[src/hdl/pfe_pkg.sv]
// Shared types and constants for the postfix expression evaluator.
`default_nettype none

package pfe_pkg;

    // Input item: one character of the expression.
    typedef struct packed {
        logic [7:0] symbol;
        logic       last;
    } pfe_in_t;

    // Result item: stack view after the character.
    typedef struct packed {
        logic signed [31:0] top_value;
        logic [4:0]         depth;
        logic [2:0]         error;
        logic               done_res;
    } pfe_out_t;

    typedef logic [2:0] err_t;

    localparam err_t ERR_OK    = 3'd0;
    localparam err_t ERR_FEW   = 3'd1;
    localparam err_t ERR_DIV0  = 3'd2;
    localparam err_t ERR_OVER  = 3'd3;
    localparam err_t ERR_EMPTY = 3'd4;

    // ASCII codes that the evaluator reacts to
    localparam logic [7:0] SYM_ZERO  = 8'd48;
    localparam logic [7:0] SYM_NINE  = 8'd57;
    localparam logic [7:0] SYM_PLUS  = 8'd43;
    localparam logic [7:0] SYM_MINUS = 8'd45;
    localparam logic [7:0] SYM_STAR  = 8'd42;
    localparam logic [7:0] SYM_SLASH = 8'd47;

    typedef logic [1:0] alu_op_t;

    localparam alu_op_t ALU_ADD = 2'd0;
    localparam alu_op_t ALU_SUB = 2'd1;
    localparam alu_op_t ALU_MUL = 2'd2;
    localparam alu_op_t ALU_DIV = 2'd3;

    typedef struct packed {
        logic    start;
        alu_op_t op;
    } alu_req_t;

    typedef struct packed {
        logic        done;
        logic [31:0] result;
    } alu_rsp_t;

endpackage

`default_nettype wire

[src/hdl/pfe_stack.sv]
// Value stack storage: one write port, one registered read port.
`default_nettype none

module pfe_stack #(
    parameter int DEPTH  = 16,
    parameter int ADDR_W = 4
) (
    input  wire logic              aclk,
    input  wire logic              wr_en,
    input  wire logic [ADDR_W-1:0] wr_addr,
    input  wire logic [31:0]       wr_data,
    input  wire logic              rd_en,
    input  wire logic [ADDR_W-1:0] rd_addr,
    output logic [31:0]            rd_data
);

    logic [31:0] mem [DEPTH];

    always_ff @(posedge aclk) begin
        if (wr_en) begin
            mem[wr_addr] <= wr_data;
        end
    end

    always_ff @(posedge aclk) begin
        if (rd_en) begin
            rd_data <= mem[rd_addr];
        end
    end

endmodule

`default_nettype wire

[src/hdl/pfe_alu.sv]
// Shared arithmetic unit: one-pass add/sub, 32-step shift-add multiply and
// restoring signed divide.
`default_nettype none

module pfe_alu (
    input  wire logic              aclk,
    input  wire logic              aresetn,
    input  wire pfe_pkg::alu_req_t req,
    input  wire logic [31:0]       lhs,
    input  wire logic [31:0]       rhs,
    output pfe_pkg::alu_rsp_t      rsp
);

    import pfe_pkg::*;

    logic        busy_reg, busy_next;
    logic        fin_reg, fin_next;
    logic        done_reg, done_next;
    alu_op_t     op_reg, op_next;
    logic [4:0]  step_reg, step_next;
    logic [31:0] acc_reg, acc_next;   // product or partial remainder
    logic [31:0] x_reg, x_next;       // multiplicand, or dividend/quotient
    logic [31:0] y_reg, y_next;       // multiplier, or divisor
    logic        neg_reg, neg_next;
    logic [31:0] res_reg, res_next;

    logic [31:0] mul_sum;
    logic [32:0] rem_sh;
    logic [33:0] diff;
    logic        q_bit;
    logic [31:0] abs_l, abs_r;

    assign mul_sum = acc_reg + (y_reg[0] ? x_reg : 32'd0);
    assign rem_sh  = {acc_reg, x_reg[31]};
    assign diff    = {1'b0, rem_sh} - {2'b00, y_reg};
    assign q_bit   = ~diff[33];
    assign abs_l   = lhs[31] ? (32'd0 - lhs) : lhs;
    assign abs_r   = rhs[31] ? (32'd0 - rhs) : rhs;

    always_comb begin
        busy_next = busy_reg;
        fin_next  = fin_reg;
        done_next = 1'b0;
        op_next   = op_reg;
        step_next = step_reg;
        acc_next  = acc_reg;
        x_next    = x_reg;
        y_next    = y_reg;
        neg_next  = neg_reg;
        res_next  = res_reg;

        if (req.start) begin
            op_next   = req.op;
            step_next = 5'd0;
            unique case (req.op)
                ALU_ADD: begin
                    res_next  = lhs + rhs;
                    done_next = 1'b1;
                end
                ALU_SUB: begin
                    res_next  = lhs - rhs;
                    done_next = 1'b1;
                end
                ALU_MUL: begin
                    acc_next  = 32'd0;
                    x_next    = lhs;
                    y_next    = rhs;
                    busy_next = 1'b1;
                end
                ALU_DIV: begin
                    acc_next  = 32'd0;
                    x_next    = abs_l;
                    y_next    = abs_r;
                    neg_next  = lhs[31] ^ rhs[31];
                    busy_next = 1'b1;
                end
                default: begin
                    done_next = 1'b1;
                end
            endcase
        end else if (fin_reg) begin
            // sign fix of the quotient; -2^31 / -1 wraps naturally
            res_next  = neg_reg ? (32'd0 - x_reg) : x_reg;
            done_next = 1'b1;
            fin_next  = 1'b0;
        end else if (busy_reg) begin
            step_next = step_reg + 5'd1;
            if (op_reg == ALU_MUL) begin
                acc_next = mul_sum;
                x_next   = {x_reg[30:0], 1'b0};
                y_next   = {1'b0, y_reg[31:1]};
                if (step_reg == 5'd31) begin
                    busy_next = 1'b0;
                    res_next  = mul_sum;
                    done_next = 1'b1;
                end
            end else begin
                acc_next = q_bit ? diff[31:0] : rem_sh[31:0];
                x_next   = {x_reg[30:0], q_bit};
                if (step_reg == 5'd31) begin
                    busy_next = 1'b0;
                    fin_next  = 1'b1;
                end
            end
        end
    end

    always_ff @(posedge aclk) begin
        if (!aresetn) begin
            busy_reg <= 1'b0;
            fin_reg  <= 1'b0;
            done_reg <= 1'b0;
        end else begin
            busy_reg <= busy_next;
            fin_reg  <= fin_next;
            done_reg <= done_next;
        end
    end

    always_ff @(posedge aclk) begin
        op_reg   <= op_next;
        step_reg <= step_next;
        acc_reg  <= acc_next;
        x_reg    <= x_next;
        y_reg    <= y_next;
        neg_reg  <= neg_next;
        res_reg  <= res_next;
    end

    assign rsp.done   = done_reg;
    assign rsp.result = res_reg;

endmodule

`default_nettype wire

[src/hdl/postfix_expression_evaluator.sv]
// Top level of the postfix (RPN) expression evaluator.
`default_nettype none

// Takes one ASCII character per input item and returns one result item for
// each. Digits '0'..'9' push their value; '+', '-', '*', '/' pop right then
// left operand and push the 32-bit signed result (wrapping; divide truncates
// toward zero); anything else is ignored. The item flagged last closes the
// expression: its result carries done_res when the stack holds a value, and
// the stack is emptied afterwards. Errors: too few operands, divide by zero
// and overflow leave the stack untouched; an empty stack at the end reports
// "empty at end". Digits, ignored characters and operators with too few
// operands go from accept straight to the output stage; other operators
// read the left operand from memory, then report a zero divisor or run on
// the shared arithmetic unit, which for multiply and divide retires one bit
// per cycle over 32 steps. One item is in flight at a time; s_ready is high
// whenever the sequencer is idle, also while a finished result waits in the
// output register. The stack top is mirrored in a register; all entries sit
// in a STACK_DEPTH-entry memory that needs no clearing after reset.

module postfix_expression_evaluator #(
    parameter int STACK_DEPTH = 16
) (
    input  wire logic             aclk,
    input  wire logic             aresetn,
    input  wire logic             s_valid,
    output logic                  s_ready,
    input  wire pfe_pkg::pfe_in_t s_data,
    output logic                  m_valid,
    input  wire logic             m_ready,
    output pfe_pkg::pfe_out_t     m_data
);

    import pfe_pkg::*;

    localparam int CNT_W = $clog2(STACK_DEPTH + 1);
    localparam int IDX_W = $clog2(STACK_DEPTH);

    localparam logic [1:0] ST_IDLE = 2'd0;
    localparam logic [1:0] ST_READ = 2'd1;   // second operand read in flight
    localparam logic [1:0] ST_ALU  = 2'd2;   // waiting on arithmetic unit
    localparam logic [1:0] ST_FIN  = 2'd3;   // result ready for output reg

    logic [1:0]       state_reg, state_next;
    logic [CNT_W-1:0] count_reg, count_next;
    logic [31:0]      top_reg, top_next;     // mirror of stack[count-1]
    alu_op_t          op_reg, op_next;
    logic             last_reg, last_next;
    err_t             err_reg, err_next;
    logic             m_valid_reg, m_valid_next;
    pfe_out_t         out_reg, out_next;

    logic             is_digit, is_oper;
    alu_op_t          dec_op;
    logic [31:0]      digit_val;
    logic [CNT_W-1:0] cnt_m2;
    logic             has_val;
    logic [CNT_W+4:0] cnt_ext;

    logic             mem_wr_en, mem_rd_en;
    logic [IDX_W-1:0] mem_wr_addr, mem_rd_addr;
    logic [31:0]      mem_wr_data, mem_rd_data;

    alu_req_t         alu_req;
    alu_rsp_t         alu_rsp;

    assign is_digit  = (s_data.symbol >= SYM_ZERO) && (s_data.symbol <= SYM_NINE);
    assign is_oper   = (s_data.symbol == SYM_PLUS) || (s_data.symbol == SYM_MINUS) ||
                       (s_data.symbol == SYM_STAR) || (s_data.symbol == SYM_SLASH);
    assign digit_val = {24'd0, s_data.symbol - SYM_ZERO};
    assign cnt_m2    = count_reg - CNT_W'(2);
    assign has_val   = (count_reg != '0);
    assign cnt_ext   = {5'd0, count_reg};

    always_comb begin
        unique case (s_data.symbol)
            SYM_PLUS:  dec_op = ALU_ADD;
            SYM_MINUS: dec_op = ALU_SUB;
            SYM_STAR:  dec_op = ALU_MUL;
            default:   dec_op = ALU_DIV;
        endcase
    end

    always_comb begin
        state_next   = state_reg;
        count_next   = count_reg;
        top_next     = top_reg;
        op_next      = op_reg;
        last_next    = last_reg;
        err_next     = err_reg;
        m_valid_next = m_valid_reg;
        out_next     = out_reg;

        mem_wr_en    = 1'b0;
        mem_wr_addr  = count_reg[IDX_W-1:0];
        mem_wr_data  = digit_val;
        mem_rd_en    = 1'b0;
        mem_rd_addr  = cnt_m2[IDX_W-1:0];

        alu_req.start = 1'b0;
        alu_req.op    = op_reg;

        s_ready = (state_reg == ST_IDLE);

        if (m_valid_reg && m_ready) begin
            m_valid_next = 1'b0;
        end

        unique case (state_reg)
            ST_IDLE: begin
                if (s_valid) begin
                    last_next  = s_data.last;
                    err_next   = ERR_OK;
                    op_next    = dec_op;
                    state_next = ST_FIN;
                    if (is_digit) begin
                        if (count_reg == CNT_W'(STACK_DEPTH)) begin
                            err_next = ERR_OVER;
                        end else begin
                            mem_wr_en  = 1'b1;
                            top_next   = digit_val;
                            count_next = count_reg + CNT_W'(1);
                        end
                    end else if (is_oper) begin
                        if (count_reg < CNT_W'(2)) begin
                            err_next = ERR_FEW;
                        end else begin
                            mem_rd_en  = 1'b1;
                            state_next = ST_READ;
                        end
                    end
                end
            end
            ST_READ: begin
                // left operand now on mem_rd_data, right operand is top_reg
                if (op_reg == ALU_DIV && top_reg == 32'd0) begin
                    err_next   = ERR_DIV0;
                    state_next = ST_FIN;
                end else begin
                    alu_req.start = 1'b1;
                    state_next    = ST_ALU;
                end
            end
            ST_ALU: begin
                if (alu_rsp.done) begin
                    mem_wr_en   = 1'b1;
                    mem_wr_addr = cnt_m2[IDX_W-1:0];
                    mem_wr_data = alu_rsp.result;
                    top_next    = alu_rsp.result;
                    count_next  = count_reg - CNT_W'(1);
                    state_next  = ST_FIN;
                end
            end
            ST_FIN: begin
                if (!m_valid_reg || m_ready) begin
                    out_next.top_value = has_val ? top_reg : 32'd0;
                    out_next.depth     = cnt_ext[4:0];
                    out_next.done_res  = last_reg && has_val;
                    out_next.error     = (last_reg && !has_val && err_reg == ERR_OK) ?
                                         ERR_EMPTY : err_reg;
                    m_valid_next = 1'b1;
                    if (last_reg) begin
                        count_next = '0;
                    end
                    state_next = ST_IDLE;
                end
            end
            default: begin
                state_next = ST_IDLE;
            end
        endcase
    end

    always_ff @(posedge aclk) begin
        if (!aresetn) begin
            state_reg   <= ST_IDLE;
            count_reg   <= '0;
            m_valid_reg <= 1'b0;
        end else begin
            state_reg   <= state_next;
            count_reg   <= count_next;
            m_valid_reg <= m_valid_next;
        end
    end

    always_ff @(posedge aclk) begin
        top_reg  <= top_next;
        op_reg   <= op_next;
        last_reg <= last_next;
        err_reg  <= err_next;
        out_reg  <= out_next;
    end

    pfe_stack #(
        .DEPTH  (STACK_DEPTH),
        .ADDR_W (IDX_W)
    ) u_stack (
        .aclk    (aclk),
        .wr_en   (mem_wr_en),
        .wr_addr (mem_wr_addr),
        .wr_data (mem_wr_data),
        .rd_en   (mem_rd_en),
        .rd_addr (mem_rd_addr),
        .rd_data (mem_rd_data)
    );

    pfe_alu u_alu (
        .aclk    (aclk),
        .aresetn (aresetn),
        .req     (alu_req),
        .lhs     (mem_rd_data),
        .rhs     (top_reg),
        .rsp     (alu_rsp)
    );

    assign m_valid = m_valid_reg;
    assign m_data  = out_reg;

endmodule

`default_nettype wire

[config.mk]
export PLATFORM = sky130hd
export DESIGN_NAME = postfix_expression_evaluator
export DESIGN_NICKNAME = d
export VERILOG_FILES = /design/src/hdl/pfe_pkg.sv /design/src/hdl/pfe_stack.sv /design/src/hdl/pfe_alu.sv /design/src/hdl/postfix_expression_evaluator.sv
export SDC_FILE = /design/constraint.sdc
export NUM_CORES = 1
export LEC_CHECK = 0
export ABC_AREA = 1
export BUFFER_PORTS_ARGS = -buffer_cell sky130_fd_sc_hd__buf_2
export CORE_ASPECT_RATIO = 1.5
export CORE_UTILIZATION = 40
export CTS_BUF_LIST = sky130_fd_sc_hd__clkbuf_16
export DETAILED_ROUTE_END_ITERATION = 7
export GPL_TIMING_DRIVEN = 1
export PLACE_DENSITY = 0.62
export SYNTH_ARGS = -nofsm -noshare
export SYNTH_HDL_FRONTEND = slang
export SYNTH_SLANG_ARGS = --single-unit
[constraint.sdc]
create_clock -name aclk -period 4.4 [get_ports aclk]
set_input_delay 0.44 -clock aclk [delete_from_list [all_inputs] [get_ports aclk]]
set_output_delay 0.44 -clock aclk [all_outputs]
set_load 0.005 [all_outputs]
==> run metrics, run 1 <==
number of flops mapped to enable cells by yosys=753; CTS Root Buffer Type=sky130_fd_sc_hd__clkbuf_16; largest buffer count on any clock path=3; area share of the leading cell type in the synthesized netlist=0.545; average routed wire per standard cell=22.4 um; RR Endpoint=u_alu.res_reg[17]$_DFFE_PP_; Yosys warning total=0; clock tree from TritonCTS=done; internal reg-to-reg setup slack=340 ps; maximum number of pins on one net before global-route repair=137; die outline height=396 um; total setup violations reported at the end of the flow=0; result of the run=finished clean; Setup Total Neg Slack=0 ps; number of cells on the worst reg-to-reg path=19; Slew Limit Fails=0; Cells after Synth=4661; Core Box Area=0.103 mm2; clock sink total=769; type of the setup path with the least slack=reg2reg; post-route antenna net violation count=0; core occupancy in the finished layout=0.446; DRT Wirelength=136 mm; area of the die=0.105 mm2; total placed cells including tap cells=5929; count of filler cells inserted in the layout=9991; I/O pins=56; final count of hold timing violations=0; TritonCTS Buffers=76; ratio of cells with drive above 1 in the final layout=0.0648; data arrival at the endpoint of the critical path=4470 ps; Max Cap Viol=0; clock-pin slew of the registers on the worst-case setup and hold paths=60 ps; fin crit period=4060 ps; mean post-synth cell area=8.89 um2; number of antenna violations at the first check in global routing=1; biggest area contributors in the synthesized netlist=sky130_fd_sc_hd__edfxtp_1, sky130_fd_sc_hd__nand2_1, sky130_fd_sc_hd__o21ai_0, sky130_fd_sc_hd__nor2_1, sky130_fd_sc_hd__inv_1; post-synth cell types=50; leakage power summed over all cells=19.7 nW; Tightest Hold Check Type=in2reg; net count reported at finish=4822; worst setup skew after layout=32.8 ps; die width=265 um; number of storage elements in the synthesis netlist=769; ys async rst share=0; endpoint required time on the critical path=4800 ps; pin slew with the least headroom to its limit=1110 ps; Hold Worst Slack=48.1 ps; most area-hungry cell type in the Yosys netlist=sky130_fd_sc_hd__edfxtp_1; initial cell density of the core=0.404; cell area after synthesis=0.0415 mm2; unrepaired setup endpoints after global routing=false; number of search-and-repair iterations in the first detailed-routing pass=6; buffers inserted by post-CTS timing repair=0; Primary FF master, synth=sky130_fd_sc_hd__edfxtp_1; vias in the first global route=32500; maximum ir drop on the vdd rail=0.639 mV; non-filler cells, final=6064; count of buffers inserted at the top-level ports=55; total global routing track utilization=0.257; Remaining Overflow, GRT=0; most common library cell in the layout ignoring fill and taps=sky130_fd_sc_hd__nand2_1; Post-Syn Nets=4789; number of gates resized after CTS=0; DRC violations left=0; share of the yosys chip area belonging to registers=0.553; kind of end point of the critical path=flop; number of violations reported at the end of detailed-routing iteration 0=2830; number of rows created at floorplan=144; FF-to-FF Start=top_reg[0]$_DFFE_PP_; half-perimeter wire length of the detailed placement result=97.4 mm; placed inst area=0.0434 mm2; final cell area excluding filler cells=0.0458 mm2; drt via density=5.45; insertion delay to the later sink of the worst-skew pair=680 ps; Largest register FFs=512; critical path endpoint=u_alu.res_reg[17]$_DFFE_PP_; global-route wire length before repair=201 mm; CTS Hold Bufs=1; number of vias after detailed routing=33000; count of H-tree levels built during CTS=3; Ant. Diodes=0; period utilization=0.923; critical-path maximum fanout=4; worst relative slew slack=0.256; total power divided by cell area=739 mW/mm2; worst setup path start=top_reg[0]$_DFFE_PP_; element type at the critical path start=flop; routability cong.=1.03; synthesis-to-layout area growth=10.6%; fmax=0.246 GHz; top library cells by usage in the layout, fill and taps aside=sky130_fd_sc_hd__nand2_1, sky130_fd_sc_hd__edfxtp_1, sky130_fd_sc_hd__nor2_1, sky130_fd_sc_hd__inv_1, sky130_fd_sc_hd__o21ai_0; register with the highest flop count=u_stack.mem
==> metal layers <==
layer  vias to the layer above  share of wire  routed length, um  track usage
met5                         -       0.000096                 13            0
met4                         2          0.069               9440        0.169
met3                       357          0.046               6200       0.0290
met2                      1032           0.51              69600        0.465
met1                     15900           0.37              50700        0.284
li1                      15800              -                  -            -
==> how the worst min path moves through the flow <==
stage,startpoint,to,slack (ps),depth (start not counted)
after floorplan,u_alu.step_reg[4]$_SDFFE_PP0P_,u_alu.step_reg[4]$_SDFFE_PP0P_,440,2
after global placement,err_reg[1]$_SDFFCE_PP1P_,m_data[2]$_SDFFCE_PP0P_,450,0
after detailed placement,err_reg[1]$_SDFFCE_PP1P_,m_data[2]$_SDFFCE_PP0P_,460,0
after CTS,aresetn,state_reg[1]$_SDFFE_PN0P_,10,3
after global routing,aresetn,state_reg[1]$_SDFFE_PN0P_,50,3
final,aresetn,state_reg[1]$_SDFFE_PN0P_,50,3
==> where the power goes <==
part           total (mW)  internal, mW  leakage (nW)  switching [mW]
registers            10.5          9.57          7.75           0.917
logic                17.0          5.06          10.7            11.9
clock network        6.40          3.48          1.21            2.92
total                33.9          18.1          19.7            15.8
==> cells in the mapped netlist (all sizes together) (9+ instances only) <==
library cell,n
dfxtp,16
a21oi,132
o21bai,14
edfxtp,753
xnor2,38
xor2,75
nand3b,30
o22ai,155
nor2,592
nor3,39
nand3,268
clkbuf,126
nand2,1091
o211ai,14
a22oi,9
nand4,41
or2,11
ha,111
inv,552
o21ai,503
buf,52
==> metrics by stage <==
stage,total power [mW],setup slack (ps)
floorplan,21.5,435
finish,33.9,339
global placement,27.3,442
CTS,33.7,381
detailed placement,27.3,404
global route,36.0,86.5
==> cell families (layout without fill, tap and decap cells) <==
logic type / Yosys count / after routing / synth area share
adders and majority gates: 115 / 115 / 0.0354
buffers and inverters: 736 / 825 / 0.0701
DFF: 769 / 769 / 0.553
AOI/OAI and AO/OA: 839 / 839 / 0.110
and+or+nand+nor: 2089 / 2089 / 0.208
xor gates and xnor gates: 113 / 113 / 0.0239
==> worst max-delay path, cell delays in order, from the launching register on <==
cell and delay, ps:
sky130_fd_sc_hd__edfxtp_1 410, sky130_fd_sc_hd__inv_1 130, sky130_fd_sc_hd__ha_1 240, sky130_fd_sc_hd__nand2_1 70, sky130_fd_sc_hd__nor2_1 150, sky130_fd_sc_hd__nand3_1 210
sky130_fd_sc_hd__nor3_1 370, sky130_fd_sc_hd__xor2_1 160, sky130_fd_sc_hd__nand2_1 80, sky130_fd_sc_hd__o21ai_0 120, sky130_fd_sc_hd__ha_1 390, sky130_fd_sc_hd__nand2_1 130
sky130_fd_sc_hd__nor2_1 140, sky130_fd_sc_hd__inv_1 160, sky130_fd_sc_hd__nor2_1 280, sky130_fd_sc_hd__nand4_1 320, sky130_fd_sc_hd__nand3_1 190, sky130_fd_sc_hd__nand2_1 70
sky130_fd_sc_hd__nand3_1 100, sky130_fd_sc_hd__nand3_1 80
==> final cells by class <==
type / count / area (um2) / area share
clock buffers: 78 / 1950 / 0.0426
clock inverters: 56 / 454 / 0.00991
inverters: 558 / 2110 / 0.0459
multi-input cells: 3156 / 15700 / 0.342
flip-flops and latches: 769 / 22900 / 0.500
well taps: 1314 / 1640 / 0.0359
repair buffers: 133 / 1080 / 0.0235
Note: power is estimated with default switching activity, not from simulation.
==> run 2, diff against run 1 <==
--- a/config.mk
+++ b/config.mk
@@ -5,11 +5,11 @@
 export SDC_FILE = /design/constraint.sdc
 export NUM_CORES = 1
 export LEC_CHECK = 0
-export ABC_AREA = 1
 export BUFFER_PORTS_ARGS = -buffer_cell sky130_fd_sc_hd__buf_2
 export CORE_ASPECT_RATIO = 1.5
 export CORE_UTILIZATION = 40
 export CTS_BUF_LIST = sky130_fd_sc_hd__clkbuf_16
+export CTS_CLUSTER_SIZE = 10
 export DETAILED_ROUTE_END_ITERATION = 7
 export GPL_TIMING_DRIVEN = 1
 export PLACE_DENSITY = 0.62
==> run metrics, run 2 <==
result of the run=finished with violations (was finished clean); failing checks=setup timing; Core Box Area=0.0941 mm2 (was 0.103 mm2); number of cells on the worst reg-to-reg path=20 (was 19); number of antenna violations at the first check in global routing=3 (was 1); Primary FF master, synth=sky130_fd_sc_hd__edfxtp_1 (unchanged); Remaining Overflow, GRT=0 (unchanged); count of filler cells inserted in the layout=8208 (was 9991); Yosys warning total=0 (unchanged); period utilization=1.10 (was 0.923); endpoint required time on the critical path=4760 ps (was 4800 ps); Ant. Diodes=0 (unchanged); synthesis-to-layout area growth=15.4% (was 10.6%); slowest stage delay, CP=480 ps (was 410 ps); data arrival at the endpoint of the critical path=5200 ps (was 4470 ps); fmax=0.207 GHz (was 0.246 GHz); internal reg-to-reg setup slack=-440 ps (was 340 ps); CTS Root Buffer Type=sky130_fd_sc_hd__clkbuf_16 (unchanged); maximum number of pins on one net before global-route repair=110 (was 137); total power divided by cell area=672 mW/mm2 (was 739 mW/mm2); DRT Wirelength=102 mm (was 136 mm); initial cell density of the core=0.403 (was 0.404); net count reported at finish=3087 (was 4822); post-synth cell types=74 (was 50); cell area after synthesis=0.0379 mm2 (was 0.0415 mm2); list of cells traversed by the critical path=inv_2 -> ha_4 -> or4b_4 -> or3_4 -> or3_4 -> or2_4 -> or4_4 -> nand2_2 -> xor2_1 -> ha_1 -> a21oi_2 -> o21ai_2 -> a21o_1 -> a21oi_2 -> buf_4 -> o211ai_1 -> nand3_2 -> a211oi_1 -> a31oi_1 -> o211ai_1 (was inv_1 -> ha_1 -> nand2_1 -> nor2_1 -> nand3_1 -> nor3_1 -> xor2_1 -> nand2_1 -> o21ai_0 -> ha_1 -> nand2_1 -> nor2_1 -> inv_1 -> nor2_1 -> nand4_1 -> nand3_1 -> nand2_1 -> nand3_1 -> nand3_1); Internal Pwr Total=18.6 mW (was 18.1 mW); type of the setup path with the least slack=reg2reg (unchanged); Max Cap Viol=0 (unchanged); kind of end point of the critical path=flop (unchanged); total setup violations reported at the end of the flow=14 (was 0); count of H-tree levels built during CTS=3 (unchanged); Largest register FFs=512 (unchanged); insertion delay to the later sink of the worst-skew pair=680 ps (about the same); largest buffer count on any clock path=3 (unchanged); switching power=10.9 mW (was 15.8 mW); number of rows created at floorplan=138 (was 144); Setup Total Neg Slack=-3700 ps (was 0 ps); area share of the leading cell type in the synthesized netlist=0.596 (was 0.545); routability cong.=0.977 (was 1.03); register with the highest flop count=u_stack.mem (unchanged); Tightest Hold Check Type=in2reg (unchanged); final count of hold timing violations=0 (unchanged); element type at the critical path start=flop (unchanged); ys async rst share=0 (unchanged); share of the yosys chip area belonging to registers=0.604 (was 0.553); unrepaired setup endpoints after global routing=true (was false); drt via density=5.61 (was 5.45); Slew Limit Fails=0 (unchanged); ratio of cells with drive above 1 in the final layout=0.206 (was 0.0648); most instantiated cells after synthesis=sky130_fd_sc_hd__edfxtp_1, sky130_fd_sc_hd__nand2_1, sky130_fd_sc_hd__o21ai_0 (was sky130_fd_sc_hd__nand2_1, sky130_fd_sc_hd__edfxtp_1, sky130_fd_sc_hd__nor2_1); vias in the first global route=24900 (was 32500); half-perimeter wire length of the detailed placement result=70.0 mm (was 97.4 mm); clock tree from TritonCTS=done (unchanged); clock sink total=769 (unchanged); Post-Syn Nets=2884 (was 4789); I/O pins=56 (unchanged); placed inst area=0.0412 mm2 (was 0.0434 mm2); switching share of power=0.369 (was 0.465); fin crit period=4840 ps (was 4060 ps); Gate power share=0.428 (was 0.501); post-route antenna net violation count=0 (unchanged); most area-hungry cell type in the Yosys netlist=sky130_fd_sc_hd__edfxtp_1 (unchanged); number of flops mapped to enable cells by yosys=753 (unchanged); DRC violations left=0 (unchanged); area of the die=0.0961 mm2 (was 0.105 mm2); clock-pin slew of the registers on the worst-case setup and hold paths=60 ps (about the same); Worst Slack Setup Final=-439 ps (was 339 ps); final cell area excluding filler cells=0.0438 mm2 (was 0.0458 mm2); number of storage elements in the synthesis netlist=769 (unchanged); die outline height=379 um (was 396 um); worst setup path start=top_reg[0]$_DFFE_PP_ (unchanged); leakage power summed over all cells=15.4 nW (was 19.7 nW); total global routing track utilization=0.214 (was 0.257); count of buffers inserted at the top-level ports=55 (unchanged); most common library cell in the layout ignoring fill and taps=sky130_fd_sc_hd__edfxtp_1 (was sky130_fd_sc_hd__nand2_1); number of violations reported at the end of detailed-routing iteration 0=1779 (was 2830); die width=253 um (was 265 um); mean post-synth cell area=13.8 um2 (was 8.89 um2); average routed wire per standard cell=23.9 um (was 22.4 um); FF-to-FF Start=top_reg[0]$_DFFE_PP_ (unchanged); clock group share of total power=0.218 (was 0.189); critical path endpoint=u_alu.res_reg[31]$_DFFE_PP_ (was u_alu.res_reg[17]$_DFFE_PP_); slowest library cell on the worst path=sky130_fd_sc_hd__or4b_4 (was sky130_fd_sc_hd__edfxtp_1); global-route wire length before repair=152 mm (was 201 mm); top library cells by usage in the layout, fill and taps aside=sky130_fd_sc_hd__edfxtp_1, sky130_fd_sc_hd__nand2_1, sky130_fd_sc_hd__buf_4, sky130_fd_sc_hd__o21ai_0, sky130_fd_sc_hd__mux4_2 (was sky130_fd_sc_hd__nand2_1, sky130_fd_sc_hd__edfxtp_1, sky130_fd_sc_hd__nor2_1, sky130_fd_sc_hd__inv_1, sky130_fd_sc_hd__o21ai_0); sequential cell fraction of total power=0.354 (was 0.310); number of vias after detailed routing=23800 (was 33000); biggest area contributors in the synthesized netlist=sky130_fd_sc_hd__edfxtp_1, sky130_fd_sc_hd__mux4_2, sky130_fd_sc_hd__ha_1, sky130_fd_sc_hd__xnor2_1, sky130_fd_sc_hd__o21ai_0 (was sky130_fd_sc_hd__edfxtp_1, sky130_fd_sc_hd__nand2_1, sky130_fd_sc_hd__o21ai_0, sky130_fd_sc_hd__nor2_1, sky130_fd_sc_hd__inv_1); pin slew with the least headroom to its limit=1340 ps (was 1110 ps); TritonCTS Buffers=87 (was 76); Hold Worst Slack=120 ps (was 48.1 ps); RR Endpoint=u_alu.res_reg[31]$_DFFE_PP_ (was u_alu.res_reg[17]$_DFFE_PP_); number of search-and-repair iterations in the first detailed-routing pass=5 (was 6); most common cell in the netlist=sky130_fd_sc_hd__edfxtp_1 (was sky130_fd_sc_hd__nand2_1); maximum ir drop on the vdd rail=0.513 mV (was 0.639 mV); critical-path maximum fanout=4 (unchanged); Cells after Synth=2756 (was 4661); core occupancy in the finished layout=0.465 (was 0.446); worst setup skew after layout=42.6 ps (was 32.8 ps); worst relative slew slack=0.109 (was 0.256)
==> run 2: layer usage <==
metal | global-route usage | vias up | part of all wire
met5 | 0 | - | 0.00013
met3 | 0.0266 | 195 | 0.040
met1 | 0.242 | 12000 | 0.38
met2 | 0.393 | 672 | 0.53
li1 | - | 10900 | -
met4 | 0.105 | 2 | 0.049
==> run 2: final cells by class <==
cell class / count / area (um2) / share of cell area
Sequential cell: 769 / 22900 / 0.524
Inverter: 80 / 303 / 0.00691
Clock buffer: 87 / 2180 / 0.0497
Clock inverter: 27 / 241 / 0.00551
Tap cell: 1260 / 1580 / 0.0360
Multi-Input combinational cell: 1767 / 14600 / 0.332
Timing Repair Buffer: 254 / 2000 / 0.0458
==> run 2: how the worst min path moves through the flow <==
stage	startpoint	endpoint	slack, ps	depth (start not counted)
after CTS	aresetn	state_reg[0]$_SDFFE_PN0P_	80	3
after detailed placement	err_reg[0]$_SDFFCE_PP0P_	m_data[1]$_SDFFCE_PP0P_	460	0
final	aresetn	state_reg[0]$_SDFFE_PN0P_	120	3
after floorplan	op_reg[1]$_DFFE_PP_	u_alu.op_reg[1]$_DFFE_PP_	420	0
after global placement	err_reg[1]$_SDFFCE_PP1P_	m_data[2]$_SDFFCE_PP0P_	440	0
after global routing	s_data[4]	op_reg[0]$_DFFE_PP_	120	2
==> run 2: cell families (layout without fill, tap and decap cells) <==
| logic type | Yosys count | in the layout | share of synthesized area |
|---|---|---|---|
| buffers and inverters | 220 | 448 | 0.0235 |
| AND/OR/NAND/NOR | 689 | 689 | 0.0904 |
| flip-flops | 769 | 769 | 0.604 |
| multiplexers | 187 | 187 | 0.103 |
| adder cells (fa/ha/maj) | 115 | 115 | 0.0387 |
| XOR/XNOR | 212 | 212 | 0.0489 |
| AO/OA/AOI/OAI | 564 | 564 | 0.0917 |
==> run 2: critical path, delay by kind of cell (launching register included) <==
family,cells,cell delay [ps]
AOI/OAI and AO/OA,8,1130
xor gates and xnor gates,1,160
adders and majority gates,2,440
buffers and inverters,2,220
DFF,1,390
and+or+nand+nor,7,2170
==> run 2: repair_timing <==
item | 4_1_cts | 5_1_grt
pin swaps | 15 | 15
setup buffers | 5 | 6
hold buffers | 1 | 0
endpoints found under the hold margin | 1 | 0
resized for setup | 21 | 13
setup endpoints to repair | 26 | 47
==> run 2: power by group through the flow <==
stage	registers (mW)	logic (mW)	clock network [mW]
after floorplan	10.2	8.70	0
after global placement	10.5	12.3	0
after detailed placement	10.6	12.4	0
after CTS	10.4	12.6	6.55
after global routing	10.5	13.7	6.80
final	10.4	12.6	6.41
==> run 2: through the flow <==
stage	power, mW	std cells	setup WS (ps)
floorplan	18.9	2756	-616
global placement	22.9	4118	-419
detailed placement	23.0	4118	-420
CTS	29.6	4238	-395
global route	31.1	4244	-599
finish	29.4	4244	-439
==> run 3, diff against run 2 <==
--- a/config.mk
+++ b/config.mk
@@ -7,6 +7,7 @@
 export LEC_CHECK = 0
 export BUFFER_PORTS_ARGS = -buffer_cell sky130_fd_sc_hd__buf_2
 export CORE_ASPECT_RATIO = 1.5
+export CORE_MARGIN = 2
 export CORE_UTILIZATION = 40
 export CTS_BUF_LIST = sky130_fd_sc_hd__clkbuf_16
 export CTS_CLUSTER_SIZE = 10
==> run metrics, run 3 (synthesis results as in run 2) <==
result of the run=finished with violations (unchanged); failing checks=setup timing (unchanged); maximum ir drop on the vdd rail=0.526 mV (was 0.513 mV); worst relative slew slack=0.139 (was 0.109); Remaining Overflow, GRT=0 (unchanged); data arrival at the endpoint of the critical path=5200 ps (about the same); count of buffers inserted at the top-level ports=55 (unchanged); Ant. Diodes=0 (unchanged); vias in the first global route=24800 (was 24900); final count of hold timing violations=0 (unchanged); element type at the critical path start=flop (unchanged); number of violations reported at the end of detailed-routing iteration 0=1793 (was 1779); most common library cell in the layout ignoring fill and taps=sky130_fd_sc_hd__edfxtp_1 (unchanged); total global routing track utilization=0.206 (was 0.214); register with the highest flop count=u_stack.mem (unchanged); Core Box Area=0.0943 mm2 (was 0.0941 mm2); fin crit period=4800 ps (was 4840 ps); count of filler cells inserted in the layout=8345 (was 8208); unrepaired setup endpoints after global routing=true (unchanged); clock-pin slew of the registers on the worst-case setup and hold paths=50 ps (was 60 ps); synthesis-to-layout area growth=15.3% (was 15.4%); period utilization=1.09 (was 1.10); Slew Limit Fails=0 (unchanged); endpoint required time on the critical path=4800 ps (was 4760 ps); CTS Root Buffer Type=sky130_fd_sc_hd__clkbuf_16 (unchanged); total power divided by cell area=674 mW/mm2 (was 672 mW/mm2); DRC violations left=0 (unchanged); half-perimeter wire length of the detailed placement result=69.9 mm (was 70.0 mm); number of rows created at floorplan=138 (unchanged); Setup Total Neg Slack=-3580 ps (was -3700 ps); pre-CTS setup slack=-483 ps (was -420 ps); maximum number of pins on one net before global-route repair=117 (was 110); die outline height=381 um (was 379 um); overall power after layout=29.5 mW (was 29.4 mW); global-route wire length before repair=151 mm (was 152 mm); Tightest Hold Check Type=in2reg (unchanged); non-filler cells, final=4240 (was 4244); number of antenna violations at the first check in global routing=1 (was 3); initial cell density of the core=0.403 (about the same); count of H-tree levels built during CTS=3 (unchanged); leakage power summed over all cells=15.4 nW (about the same); clock sink total=769 (unchanged); Max Cap Viol=0 (unchanged); number of search-and-repair iterations in the first detailed-routing pass=5 (unchanged); kind of end point of the critical path=flop (unchanged); pin slew with the least headroom to its limit=1290 ps (was 1340 ps); final cell area excluding filler cells=0.0438 mm2 (about the same); largest buffer count on any clock path=3 (unchanged); total setup violations reported at the end of the flow=12 (was 14); I/O pins=56 (unchanged); placed inst area=0.0411 mm2 (was 0.0412 mm2); number of vias after detailed routing=23700 (was 23800); total placed cells including tap cells=4107 (was 4118); Largest register FFs=512 (unchanged); worst setup skew after layout=32.4 ps (was 42.6 ps); top library cells by usage in the layout, fill and taps aside=sky130_fd_sc_hd__edfxtp_1, sky130_fd_sc_hd__nand2_1, sky130_fd_sc_hd__buf_4, sky130_fd_sc_hd__o21ai_0, sky130_fd_sc_hd__mux4_2 (unchanged); type of the setup path with the least slack=reg2reg (unchanged); net count reported at finish=3077 (was 3087); post-route antenna net violation count=0 (unchanged); critical-path maximum fanout=4 (unchanged); routability cong.=0.993 (was 0.977); die width=255 um (was 253 um); ratio of cells with drive above 1 in the final layout=0.203 (was 0.206); clock tree from TritonCTS=done (unchanged); TritonCTS Buffers=88 (was 87); area of the die=0.0974 mm2 (was 0.0961 mm2); average routed wire per standard cell=23.9 um (about the same); fmax=0.208 GHz (was 0.207 GHz); Worst Slack Setup Final=-401 ps (was -439 ps); insertion delay to the later sink of the worst-skew pair=690 ps (was 680 ps); DRT Wirelength=101 mm (was 102 mm); drt via density=5.59 (was 5.61)
run 3: cell types whose count changed in the layout (fill, tap and decap cells not counted), sizes merged:
cell      delta
inv          +2
buf         -11
clkbuf       +2
clkinvlp     -1
clkinv       +4
run 3: per-stage QoR:
stage	hold WS (ps)	utilization
floorplan	424	-
global placement	439	0.436
detailed placement	440	0.436
CTS	67.7	0.464
global route	107	0.464
finish	115	0.464
run 3: layer usage:
metal / global-route usage / up-vias / wire length (um)
li1: - / 10900 / -
met1: 0.229 / 12000 / 38200
met2: 0.394 / 572 / 55700
met3: 0.0272 / 188 / 3570
met4: 0.0811 / 0 / 3770
met5: 0 / - / 0
run 3: final timing paths:
kind | start | endpoint | slack (ps) | cells after the start
max reg2reg | top_reg[0]$_DFFE_PP_ | u_alu.res_reg[28]$_DFFE_PP_ | -400 | 18
min | aresetn | state_reg[0]$_SDFFE_PN0P_ | 120 | 3
min reg2reg | err_reg[1]$_SDFFCE_PP1P_ | m_data[2]$_SDFFCE_PP0P_ | 450 | 0
max | top_reg[0]$_DFFE_PP_ | u_alu.res_reg[28]$_DFFE_PP_ | -400 | 18
run 3: where the power goes:
group,total [mW],leakage (nW),switching (mW),internal (mW)
Sequential,10.4,7.18,0.788,9.61
Combinational,12.6,6.95,7.24,5.34
Clock,6.51,1.28,2.84,3.67
run 3: final cells by class:
class / count / area (um2) / area share
clock buffers: 89 / 2230 / 0.0509
repair buffers: 243 / 1920 / 0.0439
multi-input cells: 1767 / 14600 / 0.333
flip-flops and latches: 769 / 22900 / 0.524
inverters: 80 / 303 / 0.00692
well taps: 1260 / 1580 / 0.0360
clock inverters: 32 / 244 / 0.00557
run 3: critical path, stage by stage (launching register included):
cell,delay (ps)
sky130_fd_sc_hd__edfxtp_1,400
sky130_fd_sc_hd__inv_2,110
sky130_fd_sc_hd__ha_4,130
sky130_fd_sc_hd__or4b_4,500
sky130_fd_sc_hd__or3_4,350
sky130_fd_sc_hd__or3_4,370
sky130_fd_sc_hd__or2_4,250
sky130_fd_sc_hd__or4_4,490
sky130_fd_sc_hd__nand2_2,90
sky130_fd_sc_hd__xor2_1,140
sky130_fd_sc_hd__ha_1,300
sky130_fd_sc_hd__nand2_2,120
sky130_fd_sc_hd__nor3_1,50
sky130_fd_sc_hd__o21ai_1,110
sky130_fd_sc_hd__o211ai_1,210
sky130_fd_sc_hd__a221o_1,420
sky130_fd_sc_hd__a22oi_2,220
sky130_fd_sc_hd__mux2i_1,200
sky130_fd_sc_hd__nand3_1,80
run 3: what timing repair did:
action | CTS | global route
endpoints found under the setup margin | 12 | 27
pin swaps | 27 | 18
hold buffers | 1 | 0
buffers inserted | 7 | 7
hold endpoints to repair | 1 | 0
resized for setup | 24 | 10
